`src/design/tch_pkg.sv`:
```
// Shared types and constants for the two-table cuckoo hash set.
// Field widths, request codes and the slot layout kept in each table RAM.
// No dependencies.
`timescale 1ns / 1ps

package tch_pkg;

    localparam int KEY_W      = 31;
    localparam int OP_W       = 2;
    localparam int SLOT_W     = 4;
    localparam int DIGIT_W    = 4;
    localparam int DIGIT_BASE = 10;

    localparam logic [OP_W-1:0] OP_INSERT = 2'd0;
    localparam logic [OP_W-1:0] OP_REMOVE = 2'd1;
    localparam logic [OP_W-1:0] OP_SEARCH = 2'd2;

    typedef struct packed {
        logic             valid;
        logic [KEY_W-1:0] key;
    } slot_t;

endpackage

```
`src/design/tch_if.sv`:
```
// Valid/ready channels of the cuckoo hash set: request and response.
// Depends on tch_pkg for field widths.
`timescale 1ns / 1ps

interface tch_req_if import tch_pkg::*; ();
    logic             valid;
    logic             ready;
    logic [OP_W-1:0]  op;
    logic [KEY_W-1:0] key;

    modport source (output valid, output op, output key, input ready);
    modport sink   (input valid, input op, input key, output ready);
endinterface

interface tch_rsp_if import tch_pkg::*; ();
    logic              valid;
    logic              ready;
    logic              found;
    logic              which_table;
    logic [SLOT_W-1:0] slot_index;

    modport source (output valid, output found, output which_table, output slot_index,
                    input ready);
    modport sink   (input valid, input found, input which_table, input slot_index,
                    output ready);
endinterface

```
`src/design/tch_ram.sv`:
```
// Generic single-write, single-read RAM with registered read data.
// No dependencies.
`timescale 1ns / 1ps

module tch_ram #(
    parameter int WIDTH = 32,
    parameter int DEPTH = 11
) (
    input  logic                     clk,
    input  logic                     we,
    input  logic [$clog2(DEPTH)-1:0] waddr,
    input  logic [WIDTH-1:0]         wdata,
    input  logic [$clog2(DEPTH)-1:0] raddr,
    output logic [WIDTH-1:0]         rdata
);

    logic [WIDTH-1:0] mem [DEPTH];

    always_ff @(posedge clk)
    begin
        if (we)
        begin
            mem[waddr] <= wdata;
        end
        rdata <= mem[raddr];
    end

endmodule

```
`src/design/tch_div.sv`:
```
// Shared residue unit for the hash set: remainder of a key by one of two constant moduli.
// Works one nibble per cycle, most significant first. Depends on tch_pkg for the key width.
`timescale 1ns / 1ps

module tch_div import tch_pkg::*; #(
    parameter int MOD_A = 11,
    parameter int MOD_B = 10,
    parameter int RW    = 4
) (
    input  logic             clk,
    input  logic             rst_n,
    input  logic             start,
    input  logic             sel_b,
    input  logic [KEY_W-1:0] dividend,
    output logic             done,
    output logic [RW-1:0]    remainder
);

    localparam int NIB_W = 4;
    localparam int STEPS = (KEY_W + NIB_W - 1) / NIB_W;
    localparam int SW    = STEPS * NIB_W;
    localparam int CW    = $clog2(STEPS + 1);
    localparam int YW    = RW + NIB_W;

    logic          busy_reg, busy_next;
    logic          done_reg, done_next;
    logic [CW-1:0] cnt_reg, cnt_next;
    logic          sel_reg, sel_next;
    logic [RW-1:0] rem_reg, rem_next;
    logic [SW-1:0] val_reg, val_next;
    logic [YW-1:0] y;
    logic [YW-1:0] sub;

    function automatic logic [YW-1:0] multiple(input logic use_b, input int k);
        return use_b ? YW'(k * MOD_B) : YW'(k * MOD_A);
    endfunction

    assign y = {rem_reg, val_reg[SW-1 -: NIB_W]};

    // y stays below 16 times the modulus, so one of 15 constant multiples fits
    always_comb
    begin
        sub = '0;
        for (int k = 1; k < (1 << NIB_W); k++)
        begin
            if (y >= multiple(sel_reg, k))
            begin
                sub = multiple(sel_reg, k);
            end
        end
    end

    always_comb
    begin
        busy_next = busy_reg;
        done_next = 1'b0;
        cnt_next  = cnt_reg;
        sel_next  = sel_reg;
        rem_next  = rem_reg;
        val_next  = val_reg;
        if (start)
        begin
            busy_next = 1'b1;
            cnt_next  = CW'(STEPS);
            sel_next  = sel_b;
            rem_next  = '0;
            val_next  = SW'(dividend);
        end
        else if (busy_reg)
        begin
            rem_next = RW'(y - sub);
            val_next = {val_reg[SW-NIB_W-1:0], {NIB_W{1'b0}}};
            cnt_next = cnt_reg - CW'(1);
            if (cnt_reg == CW'(1))
            begin
                busy_next = 1'b0;
                done_next = 1'b1;
            end
        end
    end

    always_ff @(posedge clk or negedge rst_n)
    begin
        if (!rst_n)
        begin
            busy_reg <= 1'b0;
            done_reg <= 1'b0;
            cnt_reg  <= '0;
        end
        else
        begin
            busy_reg <= busy_next;
            done_reg <= done_next;
            cnt_reg  <= cnt_next;
        end
    end

    always_ff @(posedge clk)
    begin
        sel_reg <= sel_next;
        rem_reg <= rem_next;
        val_reg <= val_next;
    end

    assign done      = done_reg;
    assign remainder = rem_reg;

endmodule

```
`src/design/two_table_cuckoo_hash.sv`:
```
// Two-table cuckoo hash set: request channel in, one response beat per request.
// Depends on tch_pkg, tch_if, tch_ram and tch_div.
// -----------------------------------------------------------------------------
// Usage:
//   req carries op (insert, remove, search; the unused code acts as search) and
//   a 31-bit key. rsp returns found, which_table and slot_index, describing the
//   key as it stood before the request.
// Timing:
//   After reset the block sweeps both table RAMs clear, one slot per cycle;
//   req.ready stays low during the sweep.
//   Each request runs two residues on one shared nibble-serial unit (key mod
//   TABLE_SLOTS, then key mod 10), then a RAM read and a lookup, then the
//   response is loaded into the output register. An insert that displaces an
//   occupant runs one more residue for the occupant before the response.
//   req.ready is high only in the idle state between requests: a new request
//   is not taken until the last one has reached the output register.
// Stall:
//   The response sits in an output register. The next request is taken while it
//   waits; a finished response holds inside until rsp.ready frees the register.
// -----------------------------------------------------------------------------
`timescale 1ns / 1ps

module two_table_cuckoo_hash import tch_pkg::*; #(
    parameter int TABLE_SLOTS = 11
) (
    input  logic     clk,
    input  logic     rst_n,
    tch_req_if.sink  req,
    tch_rsp_if.source rsp
);

    localparam int IW = $clog2(TABLE_SLOTS);
    localparam int DW = (IW > DIGIT_W) ? IW : DIGIT_W;
    localparam logic [IW-1:0] LAST_SLOT = IW'(TABLE_SLOTS - 1);

    typedef enum logic [7:0] {
        S_CLEAR = 8'b0000_0001,
        S_IDLE  = 8'b0000_0010,
        S_H1    = 8'b0000_0100,
        S_M10   = 8'b0000_1000,
        S_WAIT  = 8'b0001_0000,
        S_LOOK  = 8'b0010_0000,
        S_K10   = 8'b0100_0000,
        S_DONE  = 8'b1000_0000
    } state_t;

    state_t           state_reg, state_next;
    logic [IW-1:0]    clr_reg, clr_next;
    logic             rsp_valid_reg, rsp_valid_next;

    logic [OP_W-1:0]  op_reg, op_next;
    logic [KEY_W-1:0] key_reg, key_next;
    logic [KEY_W-1:0] occ_reg, occ_next;
    logic [IW-1:0]    h1_reg, h1_next;
    logic [IW-1:0]    h2_reg, h2_next;
    logic             found_reg, found_next;
    logic             tbl_reg, tbl_next;
    logic [IW-1:0]    idx_reg, idx_next;
    logic             rsp_found_reg, rsp_found_next;
    logic             rsp_tbl_reg, rsp_tbl_next;
    logic [SLOT_W-1:0] rsp_idx_reg, rsp_idx_next;

    logic             div_start;
    logic             div_sel;
    logic [KEY_W-1:0] div_dividend;
    logic             div_done;
    logic [DW-1:0]    div_rem;

    logic             t1_we, t2_we;
    logic [IW-1:0]    t1_waddr, t2_waddr;
    slot_t            t1_wdata, t2_wdata;
    slot_t            t1_rdata, t2_rdata;

    logic [DIGIT_W-1:0]   rem_digit;
    logic [DIGIT_W-1:0]   neg_digit;
    logic [IW-1:0]        h2_calc;
    logic                 hit1, hit2;
    logic [IW+SLOT_W-1:0] idx_ext;

    function automatic logic [IW-1:0] second_slot(input logic [DIGIT_W-1:0] digit);
        logic [IW-1:0] slot;
        slot = '0;
        for (int d = 1; d < DIGIT_BASE; d++)
        begin
            if (digit == DIGIT_W'(d))
            begin
                slot = IW'((TABLE_SLOTS * d) / DIGIT_BASE);
            end
        end
        return slot;
    endfunction

    tch_div #(.MOD_A(TABLE_SLOTS), .MOD_B(DIGIT_BASE), .RW(DW)) u_div (
        .clk       (clk),
        .rst_n     (rst_n),
        .start     (div_start),
        .sel_b     (div_sel),
        .dividend  (div_dividend),
        .done      (div_done),
        .remainder (div_rem)
    );

    tch_ram #(.WIDTH($bits(slot_t)), .DEPTH(TABLE_SLOTS)) u_first_table (
        .clk   (clk),
        .we    (t1_we),
        .waddr (t1_waddr),
        .wdata (t1_wdata),
        .raddr (h1_reg),
        .rdata (t1_rdata)
    );

    tch_ram #(.WIDTH($bits(slot_t)), .DEPTH(TABLE_SLOTS)) u_second_table (
        .clk   (clk),
        .we    (t2_we),
        .waddr (t2_waddr),
        .wdata (t2_wdata),
        .raddr (h2_reg),
        .rdata (t2_rdata)
    );

    // 9*key mod 10 equals the negated last decimal digit
    assign rem_digit = div_rem[DIGIT_W-1:0];
    assign neg_digit = (rem_digit == '0) ? '0 : DIGIT_W'(DIGIT_BASE) - rem_digit;
    assign h2_calc   = second_slot(neg_digit);

    assign hit1 = t1_rdata.valid && (t1_rdata.key == key_reg);
    assign hit2 = t2_rdata.valid && (t2_rdata.key == key_reg);

    assign idx_ext = {{SLOT_W{1'b0}}, idx_reg};

    always_comb
    begin
        state_next     = state_reg;
        clr_next       = clr_reg;
        rsp_valid_next = rsp_valid_reg;
        op_next        = op_reg;
        key_next       = key_reg;
        occ_next       = occ_reg;
        h1_next        = h1_reg;
        h2_next        = h2_reg;
        found_next     = found_reg;
        tbl_next       = tbl_reg;
        idx_next       = idx_reg;
        rsp_found_next = rsp_found_reg;
        rsp_tbl_next   = rsp_tbl_reg;
        rsp_idx_next   = rsp_idx_reg;
        div_start      = 1'b0;
        div_sel        = 1'b1;
        div_dividend   = key_reg;
        t1_we          = 1'b0;
        t1_waddr       = h1_reg;
        t1_wdata       = '0;
        t2_we          = 1'b0;
        t2_waddr       = h2_reg;
        t2_wdata       = '0;

        if (rsp_valid_reg && rsp.ready)
        begin
            rsp_valid_next = 1'b0;
        end

        case (state_reg)
            S_CLEAR:
            begin
                t1_we    = 1'b1;
                t2_we    = 1'b1;
                t1_waddr = clr_reg;
                t2_waddr = clr_reg;
                if (clr_reg == LAST_SLOT)
                begin
                    state_next = S_IDLE;
                end
                else
                begin
                    clr_next = clr_reg + IW'(1);
                end
            end
            S_IDLE:
            begin
                if (req.valid)
                begin
                    op_next      = req.op;
                    key_next     = req.key;
                    div_start    = 1'b1;
                    div_sel      = 1'b0;
                    div_dividend = req.key;
                    state_next   = S_H1;
                end
            end
            S_H1:
            begin
                if (div_done)
                begin
                    h1_next    = div_rem[IW-1:0];
                    div_start  = 1'b1;
                    state_next = S_M10;
                end
            end
            S_M10:
            begin
                if (div_done)
                begin
                    h2_next    = h2_calc;
                    state_next = S_WAIT;
                end
            end
            S_WAIT:
            begin
                state_next = S_LOOK;
            end
            S_LOOK:
            begin
                found_next = hit1 || hit2;
                tbl_next   = !hit1 && hit2;
                idx_next   = hit1 ? h1_reg : (hit2 ? h2_reg : '0);
                state_next = S_DONE;
                case (op_reg)
                    OP_INSERT:
                    begin
                        if (!hit1 && !hit2)
                        begin
                            t1_we    = 1'b1;
                            t1_wdata = '{valid: 1'b1, key: key_reg};
                            if (t1_rdata.valid)
                            begin
                                occ_next     = t1_rdata.key;
                                div_start    = 1'b1;
                                div_dividend = t1_rdata.key;
                                state_next   = S_K10;
                            end
                        end
                    end
                    OP_REMOVE:
                    begin
                        if (hit1)
                        begin
                            t1_we = 1'b1;
                        end
                        else if (hit2)
                        begin
                            t2_we = 1'b1;
                        end
                    end
                    default:
                    begin
                    end
                endcase
            end
            S_K10:
            begin
                if (div_done)
                begin
                    t2_we      = 1'b1;
                    t2_waddr   = h2_calc;
                    t2_wdata   = '{valid: 1'b1, key: occ_reg};
                    state_next = S_DONE;
                end
            end
            S_DONE:
            begin
                if (!rsp_valid_reg || rsp.ready)
                begin
                    rsp_valid_next = 1'b1;
                    rsp_found_next = found_reg;
                    rsp_tbl_next   = tbl_reg;
                    rsp_idx_next   = idx_ext[SLOT_W-1:0];
                    state_next     = S_IDLE;
                end
            end
            default:
            begin
                state_next = S_IDLE;
            end
        endcase
    end

    always_ff @(posedge clk or negedge rst_n)
    begin
        if (!rst_n)
        begin
            state_reg     <= S_CLEAR;
            clr_reg       <= '0;
            rsp_valid_reg <= 1'b0;
        end
        else
        begin
            state_reg     <= state_next;
            clr_reg       <= clr_next;
            rsp_valid_reg <= rsp_valid_next;
        end
    end

    always_ff @(posedge clk)
    begin
        op_reg        <= op_next;
        key_reg       <= key_next;
        occ_reg       <= occ_next;
        h1_reg        <= h1_next;
        h2_reg        <= h2_next;
        found_reg     <= found_next;
        tbl_reg       <= tbl_next;
        idx_reg       <= idx_next;
        rsp_found_reg <= rsp_found_next;
        rsp_tbl_reg   <= rsp_tbl_next;
        rsp_idx_reg   <= rsp_idx_next;
    end

    assign req.ready       = (state_reg == S_IDLE);
    assign rsp.valid       = rsp_valid_reg;
    assign rsp.found       = rsp_found_reg;
    assign rsp.which_table = rsp_tbl_reg;
    assign rsp.slot_index  = rsp_idx_reg;

endmodule

```
`src/flat_wrapper.sv`:
```
// flat-port wrapper written by rule: the top's interface ports become plain ports
module two_table_cuckoo_hash_flat import tch_pkg::*;
#(
    parameter int TABLE_SLOTS = 11
)
  (clk, rst_n, req_valid, req_op, req_key, req_ready, rsp_valid, rsp_found, rsp_which_table, rsp_slot_index, rsp_ready);
  tch_req_if req_i ();
  tch_rsp_if rsp_i ();
  input  logic clk;
  input  logic rst_n;
  input wire logic [$bits(req_i.valid)-1:0] req_valid;
  input wire logic [$bits(req_i.op)-1:0] req_op;
  input wire logic [$bits(req_i.key)-1:0] req_key;
  output wire logic [$bits(req_i.ready)-1:0] req_ready;
  output wire logic [$bits(rsp_i.valid)-1:0] rsp_valid;
  output wire logic [$bits(rsp_i.found)-1:0] rsp_found;
  output wire logic [$bits(rsp_i.which_table)-1:0] rsp_which_table;
  output wire logic [$bits(rsp_i.slot_index)-1:0] rsp_slot_index;
  input wire logic [$bits(rsp_i.ready)-1:0] rsp_ready;
  assign req_i.valid = req_valid;
  assign req_i.op = req_op;
  assign req_i.key = req_key;
  assign req_ready = req_i.ready;
  assign rsp_valid = rsp_i.valid;
  assign rsp_found = rsp_i.found;
  assign rsp_which_table = rsp_i.which_table;
  assign rsp_slot_index = rsp_i.slot_index;
  assign rsp_i.ready = rsp_ready;
  two_table_cuckoo_hash #(.TABLE_SLOTS(TABLE_SLOTS)) u_core (.clk(clk), .rst_n(rst_n), .req(req_i), .rsp(rsp_i));
endmodule
```
`config.mk`:
```
export PLATFORM = sky130hd
export DESIGN_NAME = two_table_cuckoo_hash_flat
export DESIGN_NICKNAME = d
export VERILOG_FILES = /design/src/design/tch_pkg.sv /design/src/design/tch_if.sv /design/src/design/tch_ram.sv /design/src/design/tch_div.sv /design/src/design/two_table_cuckoo_hash.sv /design/src/flat_wrapper.sv
export SDC_FILE = /design/constraint.sdc
export NUM_CORES = 1
export LEC_CHECK = 0
export ABC_AREA = 1
export BUFFER_PORTS_ARGS = -buffer_cell sky130_fd_sc_hd__buf_2
export CORE_MARGIN = 5
export CORE_UTILIZATION = 52
export DETAILED_ROUTE_END_ITERATION = 10
export PLACE_DENSITY = 0.75
export SLEW_MARGIN = 20
export SYNTH_ARGS = -nofsm -noshare
export SYNTH_HDL_FRONTEND = slang
export SYNTH_SLANG_ARGS = --single-unit
```
`constraint.sdc`:
```
create_clock -name clk -period 9 [get_ports clk]
set_input_delay 0.9 -clock clk [delete_from_list [all_inputs] [get_ports clk]]
set_output_delay 0.9 -clock clk [all_outputs]
set_load 0.01 [all_outputs]
```
Yosys cells after proc, flatten, opt, wreduce, memory -nomap -nowiden. Memory sizes are Yosys's and may differ from the RTL's. A register that Yosys moved wholly into a read port is not among the register bits. Cells that the tools add are included.

Flip-flop bits (word level): 140. Latch bits: 0. Memory bits (writable): 704. Memory bits (read-only): 0. Bits of input ports: 37. Output and inout bits: 8. Logic and storage cells: 187. Memories: 2.

$add $sub $neg: 4. Multipliers: 0. Divide/modulo/power cells: 0. Magnitude comparators: 15. Equality and inequality tests: 28. Shifts and indexed selects: 0. Mux-type cells: 97. Bitwise logic cells: 1. Reductions and logical operators: 19.

Memories: u_core.u_first_table.mem (words 11, width 32, read ports 1, clocked after memory_dff 1, wr ports 1, line tch_ram.sv:17) `logic [WIDTH-1:0] mem [DEPTH];`; u_core.u_second_table.mem (words 11, width 32, read ports 1, clocked after memory_dff 1, wr ports 1, line tch_ram.sv:17).

Operators by type and width (number): $mux 31 (6); $mux 32 (5); $mux 4 (34); $mux 8 (10); $pmux 8 s8 (1); $eq 31x31->1 (2); $pmux 31 s2 (1); $ge 8x7->1 (6); $ge 8x8->1 (4); $mux 1 (26); $ge 8x6->1 (3); $mux 6 (3); $eq 4x3->1 const B (4); $eq 4x4->1 const B (3); $mux 5 (2); $eq 4x1->1 const B (2); $eq 4x2->1 const B (2); $eq 8x1->1 const B (1); $eq 8x2->1 const B (1); $eq 8x3->1 const B (1); $eq 8x4->1 const B (1); $eq 8x5->1 const B (1); $eq 8x6->1 const B (1); $eq 8x7->1 const B (1); 26 further kinds (43).

Longest topological paths before layout.
Word-level depth: 18. Mapped depth: 30. Mapped depth without buffers: 29.

Cells and area by module. A second synthesis with hierarchy kept.

Cells, all modules: 4225. Area, all modules: 40893.0 um^2.

By module, submodules not included: tch_ram (times used 2, cells each 1344, area an instance 15349.7 um^2, sequential area each 11210.8 um^2); two_table_cuckoo_hash (times used 1, cells each 1118, area an instance 7150.6 um^2, sequential area each 2849.0 um^2); tch_div (times used 1, cells each 419, area an instance 3042.9 um^2, sequential area each 1211.2 um^2).

Least setup slack after synthesis. No wires, ideal clock.

Path kind: reg-to-reg. Start point: register u_core.u_div.sel_reg. End point: register u_core.u_div.rem_reg[3] (netlist: u_core.u_div.remainder[3]). Setup time: 0.109 ns. Arrival time: 3.909 ns. Required time: 8.891 ns. Setup slack: 4.982 ns. Cell stages (with the launch flop): 26. Path buffers: 1. Period minus slack after synthesis: 4.018 ns. Cells stage by stage: edfxtp_1 > clkbuf_1 > clkinv_1 > ha_1 > inv_1 > a21oi_1 > nand2_1 > nand2_1 > nand2_1 > a21oi_1 > o21ai_0 > o211ai_1 > a31oi_1 > o21ai_0 > nand3_1 > a21oi_1 > nor2_1 > ha_1 > a21oi_1 > nand2_1 > xor2_1 > inv_1 > nand3_1 > nand3_1 > nand2_1 > inv_1.

Longest elaborated chain between the ends: 18. Elaborated cells on any way between the ends: 46. Classes of those cells: add/sub (1); order compare (15); mux (30).

RTL lines: start: declaration (line tch_div.sv:28) `logic sel_reg, sel_next;`; start signal: assignment (line tch_div.sv:100) `sel_reg <= sel_next;`; $mux 1 (line tch_div.sv:35) `return use_b ? YW'(k * MOD_B) : YW'(k * MOD_A);`; $ge 8x4->1 (line tch_div.sv:46) `if (y >= multiple(sel_reg, k))`; $mux 4 (14 in a row) (line tch_div.sv:46); $mux 4 * (line tch_div.sv:46); $sub 4x4->4 * (line tch_div.sv:71) `rem_next = RW'(y - sub);`; end signal: assignment (line tch_div.sv:101) `rem_reg <= rem_next;`; end: declaration (line tch_div.sv:29) `logic [RW-1:0] rem_reg, rem_next;`.

Every way passes the cells marked *; elsewhere a longest branch is shown, timed or not. A chain may end at the register's enable or synchronous reset.

Worst setup path in the final report. Same ends and word-level chain as after synthesis.

==> metrics.txt <==
status=finished, final reports clean; via count=24830; Ant. Diodes=0; final RePlAce weighted congestion=0.9709; Avg Cell Area, Syn=11.93 um^2; final core occ=0.5808; H-tree Lvls=3; Die W=278.0 um; grt total ovfl=0; Max Slew Vio Count=0; synth warn=0; Synth Flop Type=edfxtp_1; Logic pwr share=0.151; Synth Cell Area=37340 um^2; TritonCTS clock tree=yes; layout cell share with drive strength beyond 1=0.09534; Worst EP required=9.54 ns; Final Hold Fails=0; Synth top area share=0.6595; Worst-Skew Late Latency=0.65 ns; Initial Utilization=0.5232; Switching Fraction=0.2710; sequential power share=0.486; # IOs=45; leak pwr=15.78 nW; largest family of logic cells by synthesized area=simple AND/OR/NAND/NOR gates; crit path capture type=flop; clock period minus worst slack=4.790 ns; vias in the first global route=23250; CP bufs+invs=4; pre-CTS WS=4.298 ns; Worst setup SP type=flop; CP arrival=5.33 ns; fin crit share=0.5322; largest net degree at the start of global routing=97; skew final=0.03189 ns; Final HPWL DP=54.85 mm; Int Pwr=7.428 mW; Synth cell types=62; Post-synth ARST share=0.02093; pwr/cell area=245.8 nW/um^2; Synth top cells by count=edfxtp_1, nand2_1, nor2_1; Core Area=71360 um^2; Peak VDD IR=0.0001795 V; post-CTS setup repair buffer count=0; top fanout value on the critical path=19; overall power=10.19 mW; XOR/XNOR Fraction of Synth Area=0.005864; CTS resizes=0; Clock Sinks=908; largest cells by area after synthesis=edfxtp_1, o21ai_0, nand2_1; Die ar.=77270 um^2; HP Class=input port to asynchronous set/reset pin; Compound-Gate Fraction of Synth Area=0.1191; Routed Wire Length=92.28 mm; EDFF count, synth=820; synthesized flop and latch total=908; CP delay by family, top=compound AO/OA/AOI/OAI gates; Layout Cells excl Fill=4149; # placed instances=3983; sequential share of the synthesized area=0.7092; Synth Area in Adders=0.008243; Routed Antenna Nets=0; I/O Buffers=44; post-synthesis simple-gate area fraction=0.1237; WL/cell=22.24 um; Slew @ Worst Pin=1.092 ns; Die H=278.0 um; count leader, synth=edfxtp_1; global-route wire length before repair=139.0 mm; setup TNS=0 ns; cts hold-fix bufs=0; fin worst setup slack=4.210 ns; worst-case clock buffer depth=3; worst path cell trace=clkinv_1 > ha_1 > inv_1 > a21oi_1 > a21oi_1 > o21ai_0 > nand2_1 > a21oi_1 > nand2_1 > nand2_1 > a21boi_0 > o21ai_0 > o211ai_1 > a21oi_1 > a21oi_1 > ha_1 > nand3_1 > nand2_1 > xor2_1 > inv_1 > nand3_1 > nand3_1 > nand2_1 > inv_1; Syn-to-layout area delta=11.00%; critical path type=flop to flop; Final Setup Violations=0; mux cell area share after synthesis=0; Clk pin slew, worst setup/hold paths=0.06 ns; post-synth top area cell=edfxtp_1; Slowest-stage cell, CP=edfxtp_1; # DRC=0; cell count after synthesis=3129; max_cap viols=0; Tot GR Track Use=0.2311; slowest stage delay, CP=0.71 ns; Nets=3187; clock power share=0.364; highest clock rate=208.8 MHz; P_sw=2.761 mW; Slew headroom=0.2701; RSZ-0062 raised after global routing=no; initial antenna violation count=3; Vias/cell=5.986; initial DRC count=2930; first-pass iteration count of the detailed router=6; largest registers=u_core.u_first_table.mem x352, u_core.u_second_table.mem x352; number of buffers created by CTS=88; Clk Tree Root Cell=clkbuf_16; num rows=98; post-synthesis net count=3190
## path summary, 6_finish.rpt
check | depth (start not counted) | to | slack, ns | startpoint
setup / recovery | 24 | u_core.u_div.remainder[3] | 4.21 | u_core.u_div.sel_reg
hold reg to reg | 0 | u_core.rsp.found | 0.42 | u_core.found_reg
max in group asynchronous | 1 | u_core.state_reg[0] | 8.46 | rst_n
hold / removal | 1 | u_core.u_div.cnt_reg[2] | 0.20 | rst_n
min in group clk | 0 | u_core.rsp.found | 0.42 | u_core.found_reg
setup reg to reg | 24 | u_core.u_div.remainder[3] | 4.21 | u_core.u_div.sel_reg
## cell families (layout without fill, tap and decap cells)
kind of cell	after synthesis	in the layout
AO/OA/AOI/OAI	740	740
XOR/XNOR	25	25
AND/OR/NAND/NOR	1108	1108
flip-flops	908	908
adder cells (fa/ha/maj)	24	24
buffers and inverters	324	394
## power by group through the flow
stage	Clock [mW]	Sequential, mW	Combinational, mW
4_1_cts	3.74	4.94	1.52
3_3_place_gp	0	5.03	1.50
3_5_place_dp	0	5.03	1.51
5_1_grt	3.92	4.96	1.71
2_1_floorplan	0	4.95	1.15
6_report	3.70	4.95	1.54
## layer usage
metal	routed length [um]	GRT usage	part of all wire
met2	42740	0.3629	0.46
met5	0	0	0
met3	8394	0.03238	0.091
met4	3437	0.08305	0.037
met1	37710	0.3360	0.41
## metrics by stage
stage          instance area, um^2  hold slack [ns]
5_1_grt                      41450           0.2208
3_5_place_dp                 38480           0.4045
4_1_cts                      41390           0.1985
3_3_place_gp                 38480           0.4113
6_report                     41450           0.2012
2_1_floorplan                37340           0.4003
## area by class of cell
cell class,instances,area [um^2]
timing repair buffer,82,543.0
multi-input combinational,1897,9756
clock inverter,53,566.8
sequential,908,26480
clock buffer,110,2346
fill,5620,29910
tap,950,1189
inverter,149,566.8
## cells in the final DEF, fill, tap and decap left out, types with 21 or more instances in the layout
master	netlist	layout
nand3_1	85	85
dfxtp_1	69	69
nor2_4	0	21
or2_2	41	41
edfxtp_1	820	820
a41oi_1	27	27
inv_1	138	135
nor2_1	445	424
buf_2	4	44
a21oi_1	40	40
o221ai_1	53	53
clkinv_2	0	21
o211ai_1	68	68
o22ai_1	81	81
o21ai_0	424	424
clkbuf_16	0	89
buf_4	2	35
nand4_1	26	26
nand2_1	458	458
ha_1	23	23
(Power assumes the default switching activity.)
